File: config.mk
export PLATFORM = sky130hd
export DESIGN_NAME = saturating_type_cast_top_flat
export DESIGN_NICKNAME = d
export VERILOG_FILES = /design/src/stc_pkg.sv /design/src/stc_if.sv /design/src/stc_lzc32.sv /design/src/saturating_type_cast_top.sv /design/src/flat_wrapper.sv
export SDC_FILE = /design/constraint.sdc
export NUM_CORES = 1
export LEC_CHECK = 0
export BUFFER_PORTS_ARGS = -buffer_cell sky130_fd_sc_hd__buf_2
export CORE_MARGIN = 8
export CORE_UTILIZATION = 50
export CTS_BUF_LIST = sky130_fd_sc_hd__clkbuf_16
export CTS_CLUSTER_SIZE = 24
export DETAILED_ROUTE_END_ITERATION = 6
export GPL_TIMING_DRIVEN = 1
export HOLD_SLACK_MARGIN = 0.12
export PLACE_DENSITY = 0.75
export SETUP_SLACK_MARGIN = 0.2
export SYNTH_ARGS = -nofsm -noshare
export SYNTH_HDL_FRONTEND = slang
export SYNTH_SLANG_ARGS = --single-unit
File: constraint.sdc
create_clock -name clk_i -period 7.3 [get_ports clk_i]
set_input_delay 0 -clock clk_i [delete_from_list [all_inputs] [get_ports clk_i]]
set_output_delay 0 -clock clk_i [all_outputs]
set_load 0.1 [all_outputs]
File: src/stc_pkg.sv
package stc_pkg;

  // Payload widths of the two channels
  localparam int SRC_W = 64;
  localparam int RES_W = 64;

  // Leading-zero counter geometry
  localparam int MAG_W = 32;
  localparam int CNT_W = 6;

  // Element type codes
  localparam logic [3:0] TYPE_DOUBLE = 4'd0;
  localparam logic [3:0] TYPE_SINGLE = 4'd1;
  localparam logic [3:0] TYPE_S32    = 4'd2;
  localparam logic [3:0] TYPE_S16    = 4'd3;
  localparam logic [3:0] TYPE_S8     = 4'd4;
  localparam logic [3:0] TYPE_U32    = 4'd5;
  localparam logic [3:0] TYPE_U16    = 4'd6;
  localparam logic [3:0] TYPE_U8     = 4'd7;
  localparam logic [3:0] TYPE_BOOL   = 4'd8;

  // Register indexes
  localparam logic CFG_SOURCE_TYPE = 1'b0;
  localparam logic CFG_DEST_TYPE   = 1'b1;

  // Largest finite single, as single bits and as double magnitude bits
  localparam logic [31:0] FLT_MAX_BITS      = 32'h7F7F_FFFF;
  localparam logic [62:0] FLT_MAX_AS_DOUBLE = 63'h47EF_FFFF_E000_0000;

  // Integer limits, 34 bit signed
  localparam logic signed [33:0] LIM_S32_MAX = 34'sd2147483647;
  localparam logic signed [33:0] LIM_S32_MIN = -34'sd2147483648;
  localparam logic signed [33:0] LIM_S16_MAX = 34'sd32767;
  localparam logic signed [33:0] LIM_S16_MIN = -34'sd32768;
  localparam logic signed [33:0] LIM_S8_MAX  = 34'sd127;
  localparam logic signed [33:0] LIM_S8_MIN  = -34'sd128;
  localparam logic signed [33:0] LIM_U32_MAX = 34'sd4294967295;
  localparam logic signed [33:0] LIM_U16_MAX = 34'sd65535;
  localparam logic signed [33:0] LIM_U8_MAX  = 34'sd255;

  typedef enum logic [1:0] {
    CLS_ZERO,
    CLS_FINITE,
    CLS_INF,
    CLS_NAN
  } cls_e;

endpackage

File: src/stc_if.sv
interface stc_in_if import stc_pkg::*; ();
  logic             valid;
  logic             ready;
  logic [SRC_W-1:0] source_bits;
  modport source(output valid, output source_bits, input ready);
  modport sink(input valid, input source_bits, output ready);
endinterface

interface stc_out_if import stc_pkg::*; ();
  logic             valid;
  logic             ready;
  logic [RES_W-1:0] result_bits;
  modport source(output valid, output result_bits, input ready);
  modport sink(input valid, input result_bits, output ready);
endinterface

File: src/stc_lzc32.sv
module stc_lzc32 import stc_pkg::*; (
  input  logic [MAG_W-1:0] mag_i,
  output logic [CNT_W-1:0] cnt_o
);

  logic [MAG_W-1:0] v;
  logic [CNT_W-1:0] n;

  // binary search, all-zero gives 32
  always_comb begin
    v = mag_i;
    n = '0;
    if (v[31:16] == 16'd0) begin
      n = n + 6'd16;
      v = v << 16;
    end
    if (v[31:24] == 8'd0) begin
      n = n + 6'd8;
      v = v << 8;
    end
    if (v[31:28] == 4'd0) begin
      n = n + 6'd4;
      v = v << 4;
    end
    if (v[31:30] == 2'd0) begin
      n = n + 6'd2;
      v = v << 2;
    end
    if (!v[31]) begin
      n = n + 6'd1;
      v = v << 1;
    end
    if (!v[31]) begin
      n = n + 6'd1;
    end
    cnt_o = n;
  end

endmodule

File: src/saturating_type_cast_top.sv
// Saturating element type converter.
// Converts between double, single, s32/s16/s8, u32/u16/u8 and bool.
// Channels: in_i carries source_bits (value in the low bits of its type),
// out_o carries result_bits (low bits of the destination width, rest zero).
// Both use valid/ready; a transfer happens when both are high at a clock edge.
// Configuration: cfg_we_i with cfg_idx_i (0 source type, 1 dest type) and
// cfg_data_i; write only while no item is in flight.
// Pipeline: four register stages: unpack, normalise (32 bit leading-zero
// count), align and round-bit extraction, then round/saturate/pack.
// Throughput: one item per cycle while out_o accepts.
// Receiver stall: each stage holds while the stage after it is full and cannot
// move on, so the pipe fills up to four items before in_i.ready drops; nothing is lost.
// Reset: empties the pipe and sets both types to double.
// Unknown type codes give a zero result.
module saturating_type_cast_top import stc_pkg::*; (
  input  logic         clk_i,
  input  logic         rst_ni,
  input  logic         cfg_we_i,
  input  logic         cfg_idx_i,
  input  logic [3:0]   cfg_data_i,
  stc_in_if.sink       in_i,
  stc_out_if.source    out_o
);

  // stage 1: unpacked operand
  typedef struct packed {
    logic [63:0] x;
    logic [3:0]  s;
    logic [3:0]  d;
    logic        bad;
    logic        sgn;
    cls_e        cls;
    logic        norm;   // magnitude still needs normalising
    logic [31:0] mag;
    logic [12:0] eb;     // exponent of the magnitude's bit 31
    logic [52:0] m;
    logic [12:0] e;
  } s1_t;

  // stage 2: value = m * 2^(e-52)
  typedef struct packed {
    logic [63:0] x;
    logic [3:0]  s;
    logic [3:0]  d;
    logic        bad;
    logic        sgn;
    cls_e        cls;
    logic [52:0] m;
    logic [12:0] e;
  } s2_t;

  // stage 3: per-destination partial results
  typedef struct packed {
    logic [3:0]  d;
    logic        bad;
    logic        sgn;
    cls_e        cls;
    logic [63:0] dbl;
    logic        sgl_sp;
    logic [31:0] sgl_sp_val;
    logic [30:0] sgl_pre;
    logic        sgl_inc;
    logic [32:0] t;
  } s3_t;

  logic [3:0] src_q, dst_q;
  logic       v1_q, v2_q, v3_q, v4_q;
  logic       rdy1, rdy2, rdy3, rdy4;
  s1_t        a_d, r1_q;
  s2_t        b_d, r2_q;
  s3_t        c_d, r3_q;
  logic [63:0] res_d, res_q;
  logic [3:0]  d4_q;

  // configuration registers
  always_ff @(posedge clk_i or negedge rst_ni) begin
    if (!rst_ni) begin
      src_q <= TYPE_DOUBLE;
      dst_q <= TYPE_DOUBLE;
    end else if (cfg_we_i) begin
      case (cfg_idx_i)
        CFG_SOURCE_TYPE: src_q <= cfg_data_i;
        CFG_DEST_TYPE:   dst_q <= cfg_data_i;
        default: ;
      endcase
    end
  end

  // flow control: a stage loads when it is empty or its contents move on
  assign rdy4       = !v4_q || out_o.ready;
  assign rdy3       = !v3_q || rdy4;
  assign rdy2       = !v2_q || rdy3;
  assign rdy1       = !v1_q || rdy2;
  assign in_i.ready = rdy1;

  always_ff @(posedge clk_i or negedge rst_ni) begin
    if (!rst_ni) begin
      v1_q <= 1'b0;
      v2_q <= 1'b0;
      v3_q <= 1'b0;
      v4_q <= 1'b0;
    end else begin
      if (rdy1) v1_q <= in_i.valid;
      if (rdy2) v2_q <= v1_q;
      if (rdy3) v3_q <= v2_q;
      if (rdy4) v4_q <= v3_q;
    end
  end

  always_ff @(posedge clk_i) begin
    if (rdy1) r1_q <= a_d;
    if (rdy2) r2_q <= b_d;
    if (rdy3) r3_q <= c_d;
    if (rdy4) begin
      res_q <= res_d;
      d4_q  <= r3_q.d;
    end
  end

  // ---- stage 1: unpack ----
  logic [10:0] dexp;
  logic [51:0] dfrac;
  logic [7:0]  fexp;
  logic [22:0] ffrac;
  logic [31:0] sx;

  always_comb begin
    dexp  = in_i.source_bits[62:52];
    dfrac = in_i.source_bits[51:0];
    fexp  = in_i.source_bits[30:23];
    ffrac = in_i.source_bits[22:0];
    sx    = '0;
    a_d       = '0;
    a_d.x     = in_i.source_bits;
    a_d.s     = src_q;
    a_d.d     = dst_q;
    a_d.bad   = (src_q > TYPE_BOOL) || (dst_q > TYPE_BOOL);
    a_d.cls   = CLS_ZERO;
    a_d.eb    = 13'd31;
    case (src_q)
      TYPE_DOUBLE: begin
        a_d.sgn = in_i.source_bits[63];
        if (dexp == 11'h7FF) begin
          a_d.cls = (dfrac != 52'd0) ? CLS_NAN : CLS_INF;
        end else if (dexp == 11'd0) begin
          a_d.cls = (dfrac != 52'd0) ? CLS_FINITE : CLS_ZERO;
          a_d.m   = {1'b0, dfrac};
          a_d.e   = -13'sd1022;
        end else begin
          a_d.cls = CLS_FINITE;
          a_d.m   = {1'b1, dfrac};
          a_d.e   = {2'b00, dexp} - 13'd1023;
        end
      end
      TYPE_SINGLE: begin
        a_d.sgn = in_i.source_bits[31];
        if (fexp == 8'hFF) begin
          a_d.cls = (ffrac != 23'd0) ? CLS_NAN : CLS_INF;
        end else if (fexp == 8'd0) begin
          // subnormal: normalised next stage, value = frac * 2^-149
          a_d.cls  = (ffrac != 23'd0) ? CLS_FINITE : CLS_ZERO;
          a_d.norm = 1'b1;
          a_d.mag  = {9'd0, ffrac};
          a_d.eb   = -13'sd118;
        end else begin
          a_d.cls = CLS_FINITE;
          a_d.m   = {1'b1, ffrac, 29'd0};
          a_d.e   = {5'd0, fexp} - 13'd127;
        end
      end
      default: begin
        case (src_q)
          TYPE_S32: sx = in_i.source_bits[31:0];
          TYPE_S16: sx = {{16{in_i.source_bits[15]}}, in_i.source_bits[15:0]};
          TYPE_S8:  sx = {{24{in_i.source_bits[7]}}, in_i.source_bits[7:0]};
          TYPE_U32: sx = in_i.source_bits[31:0];
          TYPE_U16: sx = {16'd0, in_i.source_bits[15:0]};
          TYPE_U8:  sx = {24'd0, in_i.source_bits[7:0]};
          TYPE_BOOL: sx = {31'd0, |in_i.source_bits[31:0]};
          default:  sx = '0;
        endcase
        a_d.sgn  = (src_q == TYPE_S32 || src_q == TYPE_S16 || src_q == TYPE_S8)
                   && sx[31];
        a_d.mag  = a_d.sgn ? (~sx + 32'd1) : sx;
        a_d.norm = 1'b1;
        a_d.cls  = (sx != 32'd0) ? CLS_FINITE : CLS_ZERO;
      end
    endcase
  end

  // ---- stage 2: normalise ----
  logic [CNT_W-1:0] lz;
  logic [31:0]      nmag;

  stc_lzc32 u_lzc (
    .mag_i (r1_q.mag),
    .cnt_o (lz)
  );

  assign nmag = r1_q.mag << lz;

  always_comb begin
    b_d.x   = r1_q.x;
    b_d.s   = r1_q.s;
    b_d.d   = r1_q.d;
    b_d.bad = r1_q.bad;
    b_d.sgn = r1_q.sgn;
    b_d.cls = r1_q.cls;
    if (r1_q.norm) begin
      b_d.m = {nmag, 21'd0};
      b_d.e = r1_q.eb - {7'd0, lz};
    end else begin
      b_d.m = r1_q.m;
      b_d.e = r1_q.e;
    end
  end

  // ---- stage 3: align ----
  logic signed [12:0] es, sub_sh;
  logic [5:0]   rs, ish;
  logic         nrm;
  logic [107:0] wide;
  logic [23:0]  q;
  logic [12:0]  e127, e1023, d52;
  logic [52:0]  tsh;
  logic         clamp;
  logic [63:0]  x2;

  always_comb begin
    x2     = r2_q.x;
    es     = $signed(r2_q.e);
    sub_sh = -13'sd97 - es;
    if (es >= -13'sd126) begin
      rs  = 6'd29;
      nrm = 1'b1;
    end else begin
      rs  = (sub_sh > 13'sd55) ? 6'd55 : sub_sh[5:0];
      nrm = 1'b0;
    end
    wide  = {r2_q.m, 55'd0} >> rs;
    q     = wide[78:55];
    e127  = r2_q.e + 13'd127;
    e1023 = r2_q.e + 13'd1023;
    d52   = 13'd52 - r2_q.e;
    ish   = d52[5:0];
    tsh   = r2_q.m >> ish;
    clamp = (r2_q.s == TYPE_DOUBLE) && ((r2_q.cls == CLS_INF) ||
            (r2_q.cls == CLS_FINITE && x2[62:0] >= FLT_MAX_AS_DOUBLE));

    c_d.d       = r2_q.d;
    c_d.bad     = r2_q.bad;
    c_d.sgn     = r2_q.sgn;
    c_d.cls     = r2_q.cls;
    c_d.sgl_pre = {(nrm ? e127[7:0] : 8'd0), q[22:0]};
    c_d.sgl_inc = wide[54] & ((|wide[53:0]) | q[0]);

    // single special values: same type, NaN, clamp, zero
    c_d.sgl_sp     = 1'b1;
    c_d.sgl_sp_val = {r2_q.sgn, 31'd0};
    if (r2_q.s == TYPE_SINGLE) begin
      c_d.sgl_sp_val = x2[31:0];
    end else if (r2_q.cls == CLS_NAN) begin
      c_d.sgl_sp_val = {x2[63], 9'h1FF, x2[50:29]};
    end else if (clamp) begin
      c_d.sgl_sp_val = {r2_q.sgn, FLT_MAX_BITS[30:0]};
    end else if (r2_q.cls == CLS_FINITE) begin
      c_d.sgl_sp = 1'b0;
    end

    // double result
    if (r2_q.s == TYPE_DOUBLE) begin
      c_d.dbl = x2;
    end else begin
      case (r2_q.cls)
        CLS_NAN:    c_d.dbl = {x2[31], 12'hFFF, x2[21:0], 29'd0};
        CLS_INF:    c_d.dbl = {r2_q.sgn, 11'h7FF, 52'd0};
        CLS_FINITE: c_d.dbl = {r2_q.sgn, e1023[10:0], r2_q.m[51:0]};
        default:    c_d.dbl = {r2_q.sgn, 63'd0};
      endcase
    end

    // truncated magnitude, saturated past 33 bits
    case (r2_q.cls)
      CLS_INF: c_d.t = '1;
      CLS_FINITE: begin
        if (es < 13'sd0)       c_d.t = '0;
        else if (es > 13'sd32) c_d.t = '1;
        else                   c_d.t = tsh[32:0];
      end
      default: c_d.t = '0;
    endcase
  end

  // ---- stage 4: round, saturate, pack ----
  logic [30:0]        smag;
  logic [33:0]        n;
  logic signed [33:0] lo, hi, nc;

  always_comb begin
    smag = r3_q.sgl_pre + {30'd0, r3_q.sgl_inc};
    n    = r3_q.sgn ? (~{1'b0, r3_q.t} + 34'd1) : {1'b0, r3_q.t};
    case (r3_q.d)
      TYPE_S32: begin lo = LIM_S32_MIN; hi = LIM_S32_MAX; end
      TYPE_S16: begin lo = LIM_S16_MIN; hi = LIM_S16_MAX; end
      TYPE_S8:  begin lo = LIM_S8_MIN;  hi = LIM_S8_MAX;  end
      TYPE_U32: begin lo = '0;          hi = LIM_U32_MAX; end
      TYPE_U16: begin lo = '0;          hi = LIM_U16_MAX; end
      default:  begin lo = '0;          hi = LIM_U8_MAX;  end
    endcase
    if ($signed(n) > hi)      nc = hi;
    else if ($signed(n) < lo) nc = lo;
    else                      nc = $signed(n);
    if (r3_q.cls == CLS_NAN) nc = '0;

    case (r3_q.d)
      TYPE_DOUBLE: res_d = r3_q.dbl;
      TYPE_SINGLE: res_d = {32'd0, (r3_q.sgl_sp ? r3_q.sgl_sp_val : {r3_q.sgn, smag})};
      TYPE_BOOL:   res_d = {63'd0, (r3_q.cls == CLS_FINITE || r3_q.cls == CLS_INF)};
      TYPE_S32,
      TYPE_U32:    res_d = {32'd0, nc[31:0]};
      TYPE_S16,
      TYPE_U16:    res_d = {48'd0, nc[15:0]};
      TYPE_S8,
      TYPE_U8:     res_d = {56'd0, nc[7:0]};
      default:     res_d = '0;
    endcase
    if (r3_q.bad) res_d = '0;
  end

  assign out_o.valid       = v4_q;
  assign out_o.result_bits = res_q;

  // ---- assertions ----
  a_no_bubble_stall: assert property (@(posedge clk_i) disable iff (!rst_ni)
    !in_i.ready |-> (v1_q && v2_q && v3_q && v4_q))
    else $error("input stalled with a bubble in the pipe");

  a_fill_last: assert property (@(posedge clk_i) disable iff (!rst_ni)
    (v3_q && !v4_q) |=> v4_q)
    else $error("empty output stage not refilled");

  a_bool_range: assert property (@(posedge clk_i) disable iff (!rst_ni)
    (out_o.valid && d4_q == TYPE_BOOL) |-> (out_o.result_bits[63:1] == 63'd0))
    else $error("bool result not 0 or 1");

  a_bad_zero: assert property (@(posedge clk_i) disable iff (!rst_ni)
    (out_o.valid && d4_q > TYPE_BOOL) |-> (out_o.result_bits == 64'd0))
    else $error("unknown destination gave non-zero result");

endmodule
File: src/flat_wrapper.sv
// flat-port wrapper written by rule: the top's interface ports become plain ports
module saturating_type_cast_top_flat import stc_pkg::*;
  (clk_i, rst_ni, cfg_we_i, cfg_idx_i, cfg_data_i, in_i_valid, in_i_source_bits, in_i_ready, out_o_valid, out_o_result_bits, out_o_ready);
  stc_in_if in_i_i ();
  stc_out_if out_o_i ();
  input  logic clk_i;
  input  logic rst_ni;
  input  logic cfg_we_i;
  input  logic cfg_idx_i;
  input  logic [3:0] cfg_data_i;
  input wire logic [$bits(in_i_i.valid)-1:0] in_i_valid;
  input wire logic [$bits(in_i_i.source_bits)-1:0] in_i_source_bits;
  output wire logic [$bits(in_i_i.ready)-1:0] in_i_ready;
  output wire logic [$bits(out_o_i.valid)-1:0] out_o_valid;
  output wire logic [$bits(out_o_i.result_bits)-1:0] out_o_result_bits;
  input wire logic [$bits(out_o_i.ready)-1:0] out_o_ready;
  assign in_i_i.valid = in_i_valid;
  assign in_i_i.source_bits = in_i_source_bits;
  assign in_i_ready = in_i_i.ready;
  assign out_o_valid = out_o_i.valid;
  assign out_o_result_bits = out_o_i.result_bits;
  assign out_o_i.ready = out_o_ready;
  saturating_type_cast_top u_core (.clk_i(clk_i), .rst_ni(rst_ni), .cfg_we_i(cfg_we_i), .cfg_idx_i(cfg_idx_i), .cfg_data_i(cfg_data_i), .in_i(in_i_i), .out_o(out_o_i));
endmodule
* Word-level counts from Yosys, hierarchy flattened
Index checks and enable logic that the tools add are counted. Widths: inputs -> output; s select.
Word-level totals: flip-flop bits (word level) 576, latch bits 0, RAM bits 0, memory bits (read-only) 0, input port bits 74, output and inout port bits 66, word-level logic and storage cells 187, memories kept 0
Cells by class: add/subtract/negate cells 15, multipliers 0, div/mod/pow operators 0, $lt $le $gt $ge 9, equal/unequal tests 25, shift-type cells 3, mux-type cells 52, bitwise operators 6, reduce and logical (&&, ||, !) cells 39
Operators by type and width (number):
- $mux 32 | 13
- $pmux 64 s6 | 1
- $mux 66 | 4
- $pmux 32 s6 | 1
- $pmux 64 s3 | 1
- $pmux 32 s5 | 1
- $pmux 33 s2 | 2
- $pmux 66 s2 | 1
- $mux 112 | 1
- $shr 108x6->78 | 1
- $pmux 34 s3 | 1
- $mux 33 | 2
- $mux 64 | 1
- $ge 63x63->1 const B | 1
- $reduce_or 54->1 | 1
- $shr 53x6->33 | 1
- $reduce_bool 52->1 | 1
- $mux 46 | 1
- $mux 6 | 7
- $add 34x1->34 const B | 1
- $gt 34x33->1 | 1
- $lt 34x34->1 | 1
- $mux 34 | 1
- $not 33->34 | 1
- 49 further kinds | 102

* Depth between registers and ports, before layout
depth after elaboration 14, mapped depth 24, mapped depth without buffers 21

* Cells and area by module
A second synthesis with hierarchy kept.
Unflattened totals: cells, all modules 3698, area total of the unflattened synthesis 36054.6 um^2
By module, submodules not included:
- saturating_type_cast_top | times used 1, cells each 3627, area each 35582.9 um^2, seq. area each 16876.2 um^2
- stc_lzc32 | times used 1, cells each 71, area each 471.7 um^2, seq. area each 0.0 um^2

* Worst setup path before layout
No wires, ideal clock.
path type register to register, start register u_core.v4_q, in the netlist u_core.out_o.valid, end register u_core.r1_q, in the netlist u_core.b_d[100], enable pin, library setup time 2581 ps, data arrival time 6913 ps, data required time 4719 ps, slack -2193 ps, stages on the path, launching flop included 3, buffers on the path 0, period minus slack after synthesis 9493 ps, path through dfrtp_1 > nor2b_1 > nand4_1
Between the ends: word-level cells in the longest chain between the ends 5
Ends and longest elaborated chain:
- from (decl) | RTL line saturating_type_cast_top.sv:67 | logic v1_q, v2_q, v3_q, v4_q;
- from (signal assigned) | RTL line saturating_type_cast_top.sv:106 | if (rdy4) v4_q <= v3_q;
- $logic_not 1->1 | RTL line saturating_type_cast_top.sv:90 | assign rdy4 = !v4_q || out_o.ready;
- $logic_or 1x1->1 | RTL line saturating_type_cast_top.sv:90
- $logic_or 1x1->1 | RTL line saturating_type_cast_top.sv:91 | assign rdy3 = !v3_q || rdy4;
- $logic_or 1x1->1 | RTL line saturating_type_cast_top.sv:92 | assign rdy2 = !v2_q || rdy3;
- $logic_or 1x1->1 | RTL line saturating_type_cast_top.sv:93 | assign rdy1 = !v1_q || rdy2;
- via in_i_ready | RTL line flat_wrapper.sv:13 | output wire logic [$bits(in_i_i.ready)-1:0] in_i_ready;
- to (signal assigned) | RTL line saturating_type_cast_top.sv:111 | if (rdy1) r1_q <= a_d;
- to (decl) | RTL line saturating_type_cast_top.sv:69 | s1_t a_d, r1_q;
The timed path passes the listed nets, and every way through them passes these cells. A chain may end at the register's enable or synchronous reset.

==> impl_metrics.csv <==
group,metric,value,unit
status,status,"finished with violations",
status,failed_checks,"design-rule violations",
worst_setup_path,critPathKind,"flop to flop",
flow_run,maxCapViolations,0,
worst_setup_path,critPathMaxFanout,22,
cts,htree_levels,2,
worst_setup_path,critPathLaunchType,"flop",
logic_synthesis,synth.area.top_cells,"edfxtp_1 (46%), nand2_1 (4.7%), mux2i_1 (4.4%)",
logic_synthesis,seq_area_frac_synth,0.466,
finish,final_cells,4760,
floorplanning,ios,140,
route,wl_per_cell,27.7,um
route,totalWireLength,132000,um
sta,clock_skew,43.6,ps
route,drt_iter0_drc,5246,
finish,diodes,0,
finish,fin_nets,3912,
finish,drive_gt1_frac,0.115,
sta,finalCritPeriodShare,0.869,
finish,final_util,0.563,
logic_synthesis,syn_area,36200,um^2
placement,dpl.hpwl,95400,um
placement,port_buffers,139,
logic_synthesis,ys.flop_type,"edfxtp_1",
global_routing,grt_pass1_vias,29900,
pwr,vdd_ir_drop_max,0.380,mV
worst_setup_path,end_kind,"flop",
logic_synthesis,yosysWarnings,0,
global_routing,antenna_found_initial,3,
placement,gp_congestion,1.01,
sta,setup_violations,0,
route,viasPerCell,6.78,
cts,post_cts_resized,0,
sta,finalHoldViolCount,0,
pwr,powerDensity,500,nW/um^2
route,drc_errors,39,
sta,min_period,6350,ps
cts,cts_made_buffers,55,
floorplanning,rows,98,
min_path,hold_end,"u_core.b_d[141]",
worst_setup_path,cp_data_arrival_time,6720,ps
sta,max_freq,0.158,GHz
cts,hold_buffers,83,
cts,cts.clk_slew.worst_paths,70,ps
route,vias,32300,
floorplanning,die_area,81200,um^2
min_path,holdPathStages,2,
cts,root_buffer,"clkbuf_16",
floorplanning,die_h,285,um
cts,insertion_delay,640,ps
global_routing,grt_max_degree,179,
pwr,cellLeakagePower,0.0152,uW
finish,area_growth,11.4,%
min_path,hold_path.class,"primary input to flop",
cts,cts_buffer_depth,3,
route,ant_nets,0,
logic_synthesis,synth_area_leader_cell,"edfxtp_1",
sta,rsz0062_at_grt,"false",
sta,slew_violations,0,
logic_synthesis,synth_edf_count,552,
floorplanning,core-area,71600,um^2
finish,final_cell_mix,"edfxtp_1 (552), nand2_1 (455), o21ai_0 (311), nor2_1 (259), a21oi_1 (236)",
global_routing,grt_overflow_total,0,
cts,cts_tree,"done",
sta,slew_headroom,0.231,
finish,fillers,6149,
min_path,worstHoldStart,"in_i_source_bits[63]",
placement,placed_cells,4574,
worst_setup_path,reg2reg_from,"u_core.r1_q[104]",
logic_synthesis,syn_nets,3830,
logic_synthesis,synth_cell_types,99,
global_routing,grt_usage,0.308,
logic_synthesis,postSynthAreaPerCell,9.83,um^2
worst_setup_path,regToRegSetupSlack,950,ps
cts,cts_num_sinks,564,
logic_synthesis,ys_ff_latch,564,
worst_setup_path,reg2reg_to,"u_core.r2_q[60]",
floorplanning,start_util,0.505,
worst_setup_path,reg2reg_depth,20,
route,dr.pass1.iters,7,
global_routing,grt_pass1_wl,193000,um
logic_synthesis,async_flop_share,0.0213,
floorplanning,die_x,285,um
finish,final_common_cell,"edfxtp_1",
logic_synthesis,yosys.area.top_type_share,0.458,
logic_synthesis,syn_inst,3682,
cts,cts_setup_buffers,0,
sta,tns,0,ps
sta,tightest_slew,1150,ps
worst_setup_path,required,7670,ps
==> synth_stat cells (43+ instances only) <==
library cell,count
edfxtp_1,552
a21o_1,47
nand2_1,456
ha_1,74
a21oi_1,237
nor4_1,43
nor2_1,263
a22oi_1,44
mux2_2,50
clkbuf_1,191
xnor2_1,55
a22o_1,46
nor2b_1,44
inv_1,81
mux2i_1,160
o21ai_0,311
nand3_1,113
o211ai_1,52
nor3_1,51
and2_1,77
==> critical path, stage by stage (launching register included) <==
cell,delay (ps)
edfxtp_1,500
nor4_1,550
nand4_1,620
o21ai_1,430
o221a_2,280
nor2_1,230
a21oi_1,420
a21oi_1,120
ha_1,280
nor3_1,200
o21ai_0,110
a21oi_1,160
o31ai_1,100
nand3_1,390
inv_2,360
mux2i_1,330
nor2_1,100
o21ai_0,460
o22ai_1,170
o22ai_1,160
o21ai_0,100
==> how the worst max path moves through the flow <==
stage / start / endpoint / slack, ps / cells past startpoint
floorplan: u_core.out_o.valid / u_core.b_d[100] / -1740 / 2
global placement: u_core.r3_q[3] / u_core.out_o.result_bits[15] / 1140 / 20
detailed placement: u_core.r3_q[3] / u_core.out_o.result_bits[15] / 1040 / 20
CTS: u_core.r3_q[3] / u_core.out_o.result_bits[15] / 1030 / 20
global route: u_core.r1_q[104] / u_core.r2_q[60] / 600 / 20
finish: u_core.r1_q[104] / u_core.r2_q[60] / 950 / 20
==> sequential cells by signal, summed over array words and instances, names as in the netlist <==
| name | cells |
|---|---|
| u_core.v1_q | 1 |
| u_core.src_q | 4 |
| u_core.dst_q | 4 |
| u_core.r1_q | 100 |
| u_core.c_d | 8 |
| u_core.out_o.valid | 1 |
| u_core.x2 | 64 |
| u_core.b_d | 76 |
| u_core.r2_q | 57 |
| u_core.es | 13 |
| u_core.out_o.result_bits | 64 |
| u_core.v3_q | 1 |
| u_core.v2_q | 1 |
| u_core.r3_q | 170 |
==> kinds of logic after synthesis <==
kind of cell / synth area share
multiplexers: 0.0800
AND/OR/NAND/NOR: 0.160
XOR/XNOR: 0.0232
AO/OA/AOI/OAI: 0.206
flip-flops: 0.466
adder cells (fa/ha/maj): 0.0256
buffers and inverters: 0.0390
==> per-stage QoR <==
stage	power (uW)	setup slack [ps]	instance area, um^2	hold slack, ps
6_report	20200	954	40300	139
5_1_grt	21000	595	40300	138
4_1_cts	19700	1030	40300	123
3_5_place_dp	16800	1040	37700	-90.7
3_3_place_gp	16800	1140	37700	-95.8
2_1_floorplan	13300	-1740	36200	-296
==> area by class of cell <==
type / count / area, um^2 / share of cell area
well taps: 950 / 1190 / 0.0295
clock inverters: 48 / 377 / 0.00934
flip-flops and latches: 564 / 16900 / 0.419
clock buffers: 55 / 1380 / 0.0341
multi-input cells: 2768 / 18100 / 0.449
repair buffers: 288 / 2060 / 0.0511
inverters: 87 / 327 / 0.00810
==> routing by layer <==
layer,part of all wire,GRT usage,vias up
met3,0.11,0.0618,539
met4,0.073,0.178,2
met1,0.37,0.398,15200
met5,0.000099,0,-
met2,0.44,0.481,2378
li1,-,-,14200
==> report_power, final <==
group / total, uW / internal, uW / switching, uW
registers: 5710 / 4630 / 1070
clock network: 2780 / 1520 / 1260
logic: 11700 / 3960 / 7720
(Power assumes the default switching activity.)
